==> config.mk <==
export PLATFORM = sky130hd
export DESIGN_NAME = geometry_string_parser
export DESIGN_NICKNAME = d
export VERILOG_FILES = /design/src/sv/gsp_pkg.sv /design/src/sv/gsp_step.sv /design/src/sv/geometry_string_parser.sv
export SDC_FILE = /design/constraint.sdc
export NUM_CORES = 1
export LEC_CHECK = 0
export BUFFER_PORTS_ARGS = -buffer_cell sky130_fd_sc_hd__buf_2
export CORE_MARGIN = 2
export CORE_UTILIZATION = 62
export CTS_CLUSTER_DIAMETER = 150
export DETAILED_ROUTE_END_ITERATION = 10
export GPL_TIMING_DRIVEN = 0
export PLACE_DENSITY_LB_ADDON = 0.12
export RECOVER_POWER = 50
export SYNTH_ARGS = -nofsm -noshare
export SYNTH_HDL_FRONTEND = slang
export SYNTH_HIERARCHICAL = 1
export SYNTH_SLANG_ARGS = --single-unit
==> constraint.sdc <==
create_clock -name clock -period 6.7 [get_ports clock]
set_input_delay 0.67 -clock clock [delete_from_list [all_inputs] [get_ports clock]]
set_output_delay 0.67 -clock clock [all_outputs]
set_load 0.005 [all_outputs]
==> src/sv/gsp_pkg.sv <==
// shared types and constants for the geometry string parser
// no dependencies

package gsp_pkg;

   localparam logic [3:0] PH_START  = 4'd0;
   localparam logic [3:0] PH_WSTART = 4'd1;
   localparam logic [3:0] PH_WNUM   = 4'd2;
   localparam logic [3:0] PH_HSTART = 4'd3;
   localparam logic [3:0] PH_HNUM   = 4'd4;
   localparam logic [3:0] PH_XSTART = 4'd5;
   localparam logic [3:0] PH_XNUM   = 4'd6;
   localparam logic [3:0] PH_YSTART = 4'd7;
   localparam logic [3:0] PH_YNUM   = 4'd8;
   localparam logic [3:0] PH_ERR    = 4'd9;

   localparam logic [3:0] BIT_X = 4'b0001;
   localparam logic [3:0] BIT_Y = 4'b0010;
   localparam logic [3:0] BIT_W = 4'b0100;
   localparam logic [3:0] BIT_H = 4'b1000;

   localparam logic [7:0] CH_NUL   = 8'h00;
   localparam logic [7:0] CH_EQ    = 8'h3d;
   localparam logic [7:0] CH_LX    = 8'h78;
   localparam logic [7:0] CH_UX    = 8'h58;
   localparam logic [7:0] CH_PLUS  = 8'h2b;
   localparam logic [7:0] CH_MINUS = 8'h2d;
   localparam logic [7:0] CH_ZERO  = 8'h30;
   localparam logic [7:0] CH_NINE  = 8'h39;

   localparam logic [15:0] RADIX = 16'd10;

   typedef struct packed {
      logic [3:0]  phase;
      logic [15:0] accum;
      logic        negate;
      logic [3:0]  seen_mask;
      logic [15:0] held_x;
      logic [15:0] held_y;
      logic [15:0] held_w;
      logic [15:0] held_h;
   } parse_state_type;

   typedef struct packed {
      logic [3:0]  part_mask;
      logic [15:0] pos_x;
      logic [15:0] pos_y;
      logic [15:0] size_w;
      logic [15:0] size_h;
   } parse_result_type;

   localparam parse_state_type STATE_RESET = '{
      phase: PH_START, accum: 16'd0, negate: 1'b0, seen_mask: 4'd0,
      held_x: 16'd0, held_y: 16'd0, held_w: 16'd0, held_h: 16'd0
   };

endpackage

==> src/sv/gsp_step.sv <==
// one character step of the parser: next state and optional result
// depends on gsp_pkg

module gsp_step import gsp_pkg::*; (
   input  logic [7:0]       ch,
   input  parse_state_type  cur,
   output parse_state_type  nxt,
   output logic             emit,
   output parse_result_type result
);

   parse_state_type st;
   logic            is_digit;
   logic            is_sign;
   logic [15:0]     dval;
   logic [15:0]     value_now;
   logic            do_fail;
   logic            do_emit;
   logic            ws;
   logic            ap;
   logic [1:0]      ap_stage;
   logic            ns;
   logic [3:0]      ns_phase;

   always_comb begin
      st       = cur;
      is_digit = (ch >= CH_ZERO) && (ch <= CH_NINE);
      is_sign  = (ch == CH_PLUS) || (ch == CH_MINUS);
      dval     = {12'd0, ch[3:0]};
      value_now = cur.negate ? (16'd0 - cur.accum) : cur.accum;
      do_fail  = 1'b0;
      do_emit  = 1'b0;
      ws       = 1'b0;
      ap       = 1'b0;
      ap_stage = 2'd0;
      ns       = 1'b0;
      ns_phase = PH_HNUM;

      unique case (cur.phase)
         PH_START: begin
            if (ch == CH_NUL) begin
               do_emit = 1'b1;
            end else if (ch == CH_EQ) begin
               st.phase = PH_WSTART;
            end else begin
               ws = 1'b1;
            end
         end
         PH_WSTART: begin
            ws = 1'b1;
         end
         PH_WNUM: begin
            if (is_digit) begin
               st.accum = st.accum * RADIX + dval;
            end else begin
               st.held_w    = cur.accum;
               st.seen_mask = st.seen_mask | BIT_W;
               ap           = 1'b1;
               ap_stage     = 2'd0;
            end
         end
         PH_HSTART: begin
            ns       = 1'b1;
            ns_phase = PH_HNUM;
         end
         PH_HNUM: begin
            if (is_digit) begin
               st.accum = st.accum * RADIX + dval;
            end else begin
               st.held_h    = value_now;
               st.seen_mask = st.seen_mask | BIT_H;
               ap           = 1'b1;
               ap_stage     = 2'd1;
            end
         end
         PH_XSTART: begin
            ns       = 1'b1;
            ns_phase = PH_XNUM;
         end
         PH_XNUM: begin
            if (is_digit) begin
               st.accum = st.accum * RADIX + dval;
            end else begin
               st.held_x    = value_now;
               st.seen_mask = st.seen_mask | BIT_X;
               ap           = 1'b1;
               ap_stage     = 2'd2;
            end
         end
         PH_YSTART: begin
            ns       = 1'b1;
            ns_phase = PH_YNUM;
         end
         PH_YNUM: begin
            if (is_digit) begin
               st.accum = st.accum * RADIX + dval;
            end else begin
               st.held_y    = value_now;
               st.seen_mask = st.seen_mask | BIT_Y;
               ap           = 1'b1;
               ap_stage     = 2'd3;
            end
         end
         default: begin
            do_fail = 1'b1;
         end
      endcase

      // first character of the geometry: width digit, x lead or sign of a position
      if (ws) begin
         if (is_sign) begin
            st.phase  = PH_XSTART;
            st.accum  = 16'd0;
            st.negate = (ch == CH_MINUS);
         end else if (ch == CH_LX) begin
            st.phase  = PH_HSTART;
            st.accum  = 16'd0;
            st.negate = 1'b0;
         end else if (is_digit) begin
            st.phase  = PH_WNUM;
            st.accum  = dval;
            st.negate = 1'b0;
         end else begin
            do_fail = 1'b1;
         end
      end

      // character that ends a part
      if (ap) begin
         if (ch == CH_NUL) begin
            do_emit = 1'b1;
         end else if ((ap_stage == 2'd0) && ((ch == CH_LX) || (ch == CH_UX))) begin
            st.phase  = PH_HSTART;
            st.accum  = 16'd0;
            st.negate = 1'b0;
         end else if ((ap_stage <= 2'd1) && is_sign) begin
            st.phase  = PH_XSTART;
            st.accum  = 16'd0;
            st.negate = (ch == CH_MINUS);
         end else if ((ap_stage == 2'd2) && is_sign) begin
            st.phase  = PH_YSTART;
            st.accum  = 16'd0;
            st.negate = (ch == CH_MINUS);
         end else begin
            do_fail = 1'b1;
         end
      end

      // first character after a part lead, inner sign allowed
      if (ns) begin
         if (ch == CH_PLUS) begin
            st.phase = ns_phase;
         end else if (ch == CH_MINUS) begin
            st.phase  = ns_phase;
            st.negate = !st.negate;
         end else if (is_digit) begin
            st.phase = ns_phase;
            st.accum = st.accum * RADIX + dval;
         end else begin
            do_fail = 1'b1;
         end
      end

      if (do_fail) begin
         if (ch == CH_NUL) begin
            st.seen_mask = 4'd0;
            do_emit      = 1'b1;
         end else begin
            st.phase = PH_ERR;
         end
      end

      result.part_mask = st.seen_mask;
      result.pos_x     = (st.seen_mask & BIT_X) != 4'd0 ? st.held_x : 16'd0;
      result.pos_y     = (st.seen_mask & BIT_Y) != 4'd0 ? st.held_y : 16'd0;
      result.size_w    = (st.seen_mask & BIT_W) != 4'd0 ? st.held_w : 16'd0;
      result.size_h    = (st.seen_mask & BIT_H) != 4'd0 ? st.held_h : 16'd0;
      emit             = do_emit;
      nxt              = do_emit ? STATE_RESET : st;
   end

endmodule

==> src/sv/geometry_string_parser.sv <==
// geometry string parser: one character per item, one result per NUL
// a NUL item passes the input register, then its result the result register to rsp_
// throughput: one item per cycle; an item waits in the input register only
// while the result register holds an item that is not taken
// reset: synchronous, clears both registers' valid flags and the parse state
// depends on gsp_pkg and gsp_step

module geometry_string_parser import gsp_pkg::*; (
   input  logic               clock,
   input  logic               reset,
   input  logic               req_valid,
   output logic               req_ready,
   input  logic [7:0]         req_ch,
   output logic               rsp_valid,
   input  logic               rsp_ready,
   output logic [3:0]         rsp_part_mask,
   output logic signed [15:0] rsp_pos_x,
   output logic signed [15:0] rsp_pos_y,
   output logic [15:0]        rsp_size_w,
   output logic [15:0]        rsp_size_h
);

   logic             in_valid_ff;
   logic             in_valid_in;
   logic [7:0]       in_ch_ff;
   parse_state_type  state_ff;
   parse_state_type  state_in;
   logic             rsp_valid_ff;
   logic             rsp_valid_in;
   parse_result_type result_ff;
   parse_result_type step_result;
   logic             step_emit;
   logic             advance;

   gsp_step u_step (
      .ch     (in_ch_ff),
      .cur    (state_ff),
      .nxt    (state_in),
      .emit   (step_emit),
      .result (step_result)
   );

   assign advance   = in_valid_ff && (!rsp_valid_ff || rsp_ready);
   assign req_ready = !in_valid_ff || advance;

   always_comb begin
      in_valid_in = in_valid_ff;
      if (req_valid && req_ready) begin
         in_valid_in = 1'b1;
      end else if (advance) begin
         in_valid_in = 1'b0;
      end
      rsp_valid_in = rsp_valid_ff;
      if (advance && step_emit) begin
         rsp_valid_in = 1'b1;
      end else if (rsp_ready) begin
         rsp_valid_in = 1'b0;
      end
   end

   always_ff @(posedge clock) begin
      if (reset) begin
         in_valid_ff  <= 1'b0;
         rsp_valid_ff <= 1'b0;
         state_ff     <= STATE_RESET;
      end else begin
         in_valid_ff  <= in_valid_in;
         rsp_valid_ff <= rsp_valid_in;
         if (advance) begin
            state_ff <= state_in;
         end
      end
   end

   always_ff @(posedge clock) begin
      if (req_valid && req_ready) begin
         in_ch_ff <= req_ch;
      end
      if (advance && step_emit) begin
         result_ff <= step_result;
      end
   end

   assign rsp_valid     = rsp_valid_ff;
   assign rsp_part_mask = result_ff.part_mask;
   assign rsp_pos_x     = result_ff.pos_x;
   assign rsp_pos_y     = result_ff.pos_y;
   assign rsp_size_w    = result_ff.size_w;
   assign rsp_size_h    = result_ff.size_h;

endmodule
== Yosys cells after proc, flatten, opt, wreduce, memory -nomap -nowiden ==
Cells that the tools add are included.

* $add $sub $neg: 3
* Multipliers: 2
* Magnitude comparators: 3
* Equality and inequality tests: 14
* Muxes and demuxes: 74
* Reduce and logical (&&, ||, !) cells: 22

{| class="wikitable"
|+ Operator list
! cell !! count
|-
| two-way mux 21 bit || 10
|-
| two-way mux 16 bit || 11
|-
| two-way mux 89 bit || 1
|-
| two-way mux 4 bit || 10
|-
| two-way mux 17 bit || 2
|-
| adder 16 x 4 -> 16 bit || 2
|-
| multiplier 16 x 3 -> 15 bit, second input constant || 2
|-
| two-way mux 1 bit || 31
|-
| equality test 8 x 6 -> 1 bit, second input constant || 3
|-
| two-way mux 20 bit || 1
|-
| equality test 4 x 3 -> 1 bit, second input constant || 4
|-
| equality test 8 x 7 -> 1 bit, second input constant || 2
|-
| case mux 4 bit (4 select lines) || 1
|-
| subtractor 1 x 16 -> 16 bit, first input constant || 1
|-
| OR reduction 9 bit || 1
|-
| equality test 4 x 2 -> 1 bit, second input constant || 2
|-
| greater-or-equal comparator 8 x 6 -> 1 bit, second input constant || 1
|-
| <= comparator 8 x 6 -> 1 bit, second input constant || 1
|-
| zero test 8 bit || 1
|-
| case mux 4 bit (2 select lines) || 1
|-
| logical AND 1 bit || 7
|-
| two-way mux 2 bit || 3
|-
| case mux 2 bit (3 select lines) || 1
|-
| equality test 4 x 1 -> 1 bit, second input constant || 1
|-
| other kinds (12) || 18
|}

* Register bits: 167
* Input port bits: 12
* Output and inout port bits: 70
* Logic and storage cells: 134

== Depth between registers and ports, before layout ==
* Word-level depth: 22
* Gate-level depth with buffers: 23
* Gate-level depth less buffers: 23

== Cells and area by module ==
Netlist, hierarchy kept.

{| class="wikitable"
|+ Modules (own cells, without submodules)
! module !! times used !! cells an instance !! area an instance (um^2) !! seq. area each (um^2)
|-
| geometry_string_parser || 1 || 474 || 6327.3 || 4103.9
|-
| gsp_step || 1 || 743 || 4707.0 || 0.0
|}

== Least setup slack after synthesis ==
OpenSTA, ideal clock, no wires.

* Path type: reg2reg
* From: register in_ch_ff[2]
* To: register result_ff, in the netlist rsp_part_mask[0] (enable)
* Setup time: 0.494 ns
* Arrival: 5.132 ns
* Setup slack: 1.073 ns
* Cell stages (with the launch flop): 9
* Clock period less this slack: 5.627 ns
* Path through: edfxtp_1 > or3_4 > or4b_1 > buf_6 > inv_2 > clkbuf_1 > clkbuf_1 > nand2_1 > nor2_1

* Longest elaborated chain between the ends: 17

{| class="wikitable"
|+ RTL lines
! element !! line !! RTL
|-
| start, declared || geometry_string_parser.sv:25 || <nowiki>logic [7:0] in_ch_ff;</nowiki>
|-
| start signal, assigned || geometry_string_parser.sv:77 || <nowiki>in_ch_ff <= req_ch;</nowiki>
|-
| greater-or-equal comparator 8 x 6 -> 1 bit or <= comparator 8 x 6 -> 1 bit (tied branches) || gsp_step.sv:27 || <nowiki>is_digit = (ch >= CH_ZERO) && (ch <= CH_NINE);</nowiki>
|-
| logical AND 1 bit || gsp_step.sv:27 ||
|-
| two-way mux 2 bit (tied with other cells) || gsp_step.sv:95 || <nowiki>if (is_digit) begin</nowiki>
|-
| case mux 2 bit (3 select lines) or two-way mux 1 bit (tied branches) || gsp_step.sv:39, gsp_step.sv:115 ||
|-
| equality test 2 bit or two-way mux 1 bit (tied branches) || gsp_step.sv:140, gsp_step.sv:111 ||
|-
| logical AND 1 bit or two-way mux 1 bit (tied branches) || gsp_step.sv:140, gsp_step.sv:110 ||
|-
| two-way mux 1 bit || gsp_step.sv:140 || <nowiki>end else if ((ap_stage == 2'd2) && is_sign) begin</nowiki>
|-
| two-way mux 1 bit || gsp_step.sv:136 || <nowiki>end else if ((ap_stage <= 2'd1) && is_sign) begin</nowiki>
|-
| [... 2 more ...] || - ||
|-
| two-way mux 1 bit || gsp_step.sv:129 || <nowiki>if (ap) begin</nowiki>
|-
| two-way mux 1 bit || gsp_step.sv:156 || <nowiki>end else if (is_digit) begin</nowiki>
|-
| two-way mux 1 bit || gsp_step.sv:153 || <nowiki>end else if (ch == CH_MINUS) begin</nowiki>
|-
| two-way mux 1 bit || gsp_step.sv:151 || <nowiki>if (ch == CH_PLUS) begin</nowiki>
|-
| two-way mux 1 bit || gsp_step.sv:150 || <nowiki>if (ns) begin</nowiki>
|-
| two-way mux 1 bit * || gsp_step.sv:164 || <nowiki>if (do_fail) begin</nowiki>
|-
| net step_emit || geometry_string_parser.sv:32 || <nowiki>logic step_emit;</nowiki>
|-
| logical AND 1 bit * || geometry_string_parser.sv:79 || <nowiki>if (advance && step_emit) begin</nowiki>
|-
| end signal, assigned || geometry_string_parser.sv:80 || <nowiki>result_ff <= step_result;</nowiki>
|-
| end, declared || geometry_string_parser.sv:30 || <nowiki>parse_result_type result_ff;</nowiki>
|}

The timed path passes the listed nets; every way through them passes the cells marked *.
A chain may end at the register's enable or synchronous reset.

==> results.sh <==
export IMPL_initial_utilization_pct=63.6
export IMPL_cp_cell_sequence="or3_1 -> or4b_1 -> buf_6 -> inv_2 -> nor4b_1 -> o21a_1 -> or2_2 -> clkbuf_1 -> nor2_1 -> ha_1 -> ha_1 -> fa_1 -> a21oi_1 -> o2111ai_1 -> a31oi_1 -> xnor2_1 -> nor4b_2 -> nand3_1 -> xor2_1 -> xnor3_1 -> a21oi_1 -> nand2b_1 -> mux2i_1"
export IMPL_yosys_area_top_type="edfxtp_1"
export IMPL_die_h_um=137
export IMPL_viasPerCell=5.83
export IMPL_r2r_start="in_ch_ff[1]"
export IMPL_rrSetupSlack_ns=0.37
export IMPL_synth_most_common_cell="nor2_1"
export IMPL_cpMaxStageDelayCell="or4b_1"
export IMPL_synth_area_mm2=0.0110
export IMPL_cts_root_buf="clkbuf_16"
export IMPL_ys_ff_latch=167
export IMPL_io_pins=82
export IMPL_reg2reg_depth=23
export IMPL_io_buffers=80
export IMPL_wl_mm=27.7
export IMPL_cp_end_kind="register"
export IMPL_worstSetupStartpoint="in_ch_ff[1]"
export IMPL_antenna_found_initial=0
export IMPL_worstHoldPathType="in2reg"
export IMPL_dpl_cell_area_mm2=0.0117
export IMPL_worst_slack_ns=0.368
export IMPL_grt_pass1_wl_mm=44.5
export IMPL_clock_skew_ns=0.0138
export IMPL_gp_congestion=0.883
export IMPL_syn_inst=1217
export IMPL_fmax_mhz=158
export IMPL_htree_levels=4
export IMPL_rsz0062_at_grt="no"
export IMPL_synth_edf_count=76
export IMPL_r2r_end="state_ff[84]"
export IMPL_clk_pin_slew_worst_paths_ns=0.07
export IMPL_postSynthAreaPerCell_um2=9.07
export IMPL_yosysUniqueCellTypes=83
export IMPL_die_w_um=137
export IMPL_fin_nets=1387
export IMPL_grt_start_max_net_pins=39
export IMPL_layout_drive_gt1_share_pct=10.5
export IMPL_synth_top_area_share_pct=20.7
export IMPL_post_synth_most_frequent_cells="nor2_1, nand2b_1, mux2i_1"
export IMPL_tightest_slew_ns=1.42
export IMPL_drt_pass1_iterations=5
export IMPL_vdd_drop_max_v=0.000186
export IMPL_cp_required_ns=7.06
export IMPL_worstPathMaxFanout=9
export IMPL_seq_area_frac_synth_pct=37.2
export IMPL_core_area_mm2=0.0174
export IMPL_cp_endpoint="state_ff[84]"
export IMPL_power_leakage_uw=0.00478
export IMPL_fin_util_pct=70.5
export IMPL_wl_per_cell_um=17.8
export IMPL_worstSetupPathType="reg2reg"
export IMPL_dr_first_iter_drc_count=744
export IMPL_synthTopCellsByArea="edfxtp_1, dfxtp_1, nand2b_1, mux2i_1, nor2_1"
export IMPL_globalRouteOverflowTotal=0
export IMPL_fin_crit_sh_pct=94.5
export IMPL_max_clock_path_buffers=2
export IMPL_worstHoldPathCells=1
export IMPL_slowest_delay_ns=0.53
export IMPL_async_reset_ff_share_pct=0
export IMPL_synth_ff_type="dfxtp_1"
export IMPL_tns_ns=0
export IMPL_start_kind="register"
export IMPL_pre_cts_slack_ns=0.200
export IMPL_cp_arrival_ns=6.69
export IMPL_maxCapViolCount=0
export IMPL_clk_latency_ns=0.43
export IMPL_fin_cells=1556
export IMPL_period_needed_ns=6.33
export IMPL_power_density_mw_per_mm2=181
export IMPL_dp_hpwl_mm=20.3
export IMPL_syn_nets=1286
export IMPL_grt_use_total_pct=30.4
export IMPL_cts_tree="yes"
export IMPL_setup_viol=0
export IMPL_finalHoldViolations=0
export IMPL_grt_pass1_vias=8526
export IMPL_numCtsBuffers=17
export IMPL_relSlewSlack_pct=4.27
export IMPL_via_count=9065
export IMPL_area_growth_pct=11.0
export IMPL_drc=0
export IMPL_numPlacedInstances=1523
export IMPL_slew_violations=0
export IMPL_dieArea_mm2=0.0189
export IMPL_numClockSinks=167
export IMPL_outcome="completed"
export IMPL_antenna_left=0
export IMPL_fin_area_mm2=0.0122
export IMPL_num_rows=48
export IMPL_diodes=0
export IMPL_ys_warn_count=6
through the flow:
step	hold slack (ns)	total power [uW]
2_1_floorplan	0.446	1230
5_1_grt	0.394	2270
3_3_place_gp	0.454	1270
3_5_place_dp	0.465	1270
6_report	0.410	2210
4_1_cts	0.401	2210
sequential cells by signal, indices dropped and copies added (netlist names):
register	count
in_ch_ff	8
in_valid_ff	1
rsp_part_mask	4
rsp_pos_x	16
rsp_pos_y	16
rsp_size_h	16
rsp_size_w	16
rsp_valid	1
state_ff	89
layout make-up:
type                            count  area, um2
Timing Repair Buffer               82        370
Sequential cell                   167       4110
Inverter                           24       90.1
Multi-Input combinational cell    957       6370
Fill cell                        1405       5110
Clock inverter                     15        160
Tap cell                          225        282
Clock buffer                       17        425
Buffer                             69        432
cells in the final DEF, fill, tap and decap left out, types with 5 or more instances in the layout:
cell,instances
inv_8,5
a211oi_1,11
buf_2,39
dfxtp_2,6
or3_1,6
mux2i_1,113
a22oi_1,7
nor2_2,9
a21oi_1,37
o21a_1,5
inv_1,23
o31ai_1,8
buf_6,11
buf_4,9
clkbuf_16,17
o21ai_0,54
ha_1,53
or2_2,8
dfxtp_1,85
nand2_1,81
nor3_1,18
nor2_1,186
xnor2_1,21
nand3_1,14
nor2b_1,8
edfxtp_1,76
xor2_1,29
o22ai_1,14
nand2b_1,183
and3_1,5
clkbuf_1,86
worst min path at each step:
stage | startpoint | to | slack [ns]
final | req_ch[3] | in_ch_ff[3] | 0.41
after global routing | req_ch[1] | in_ch_ff[1] | 0.39
after CTS | req_ch[7] | in_ch_ff[7] | 0.40
after detailed placement | state_ff[21] | state_ff[21] | 0.46
after global placement | state_ff[57] | state_ff[57] | 0.45
after floorplan | state_ff[10] | state_ff[10] | 0.45
routing by layer:
layer / share of wire [%] / GRT usage (%) / vias up
li1: - / - / 4414
met5: 0 / 0 / -
met1: 43 / 39.4 / 4249
met2: 48 / 51.2 / 341
met3: 5.5 / 3.97 / 61
met4: 3.4 / 12.5 / 0
cells by family (layout without fill, tap and decap cells):
group,count (synthesis),count (layout),share of synthesized area [%]
AOI/OAI and AO/OA,174,174,10.7
xor gates and xnor gates,51,51,4.17
adders and majority gates,58,58,6.83
muxes,113,113,10.3
and+or+nand+nor,561,561,26.1
DFF,167,167,37.2
buffers and inverters,93,207,4.74
timing repair:
| item | CTS | global route |
|---|---|---|
| setup endpoints to repair | 0 | 2 |
| gates resized for setup | 0 | 15 |
| buffers inserted | 0 | 1 |
| hold buffers | 0 | 0 |
where the power goes:
part	switching [uW]	internal (uW)	total [uW]	leakage, uW
Clock	464	499	963	0.000282
Sequential	8.53	1070	1080	0.00153
Combinational	95.9	75.6	171	0.00296
critical path, delay by kind of cell, from the launching register on:
family / cells / cell delay (ns)
simple gates: 8 / 2.19
compound gates: 5 / 1.14
fa+ha+maj: 3 / 0.91
xor+xnor: 3 / 0.90
flops: 1 / 0.50
buf+inv: 3 / 0.48
mux: 1 / 0.12
(Power assumes the default switching activity.)
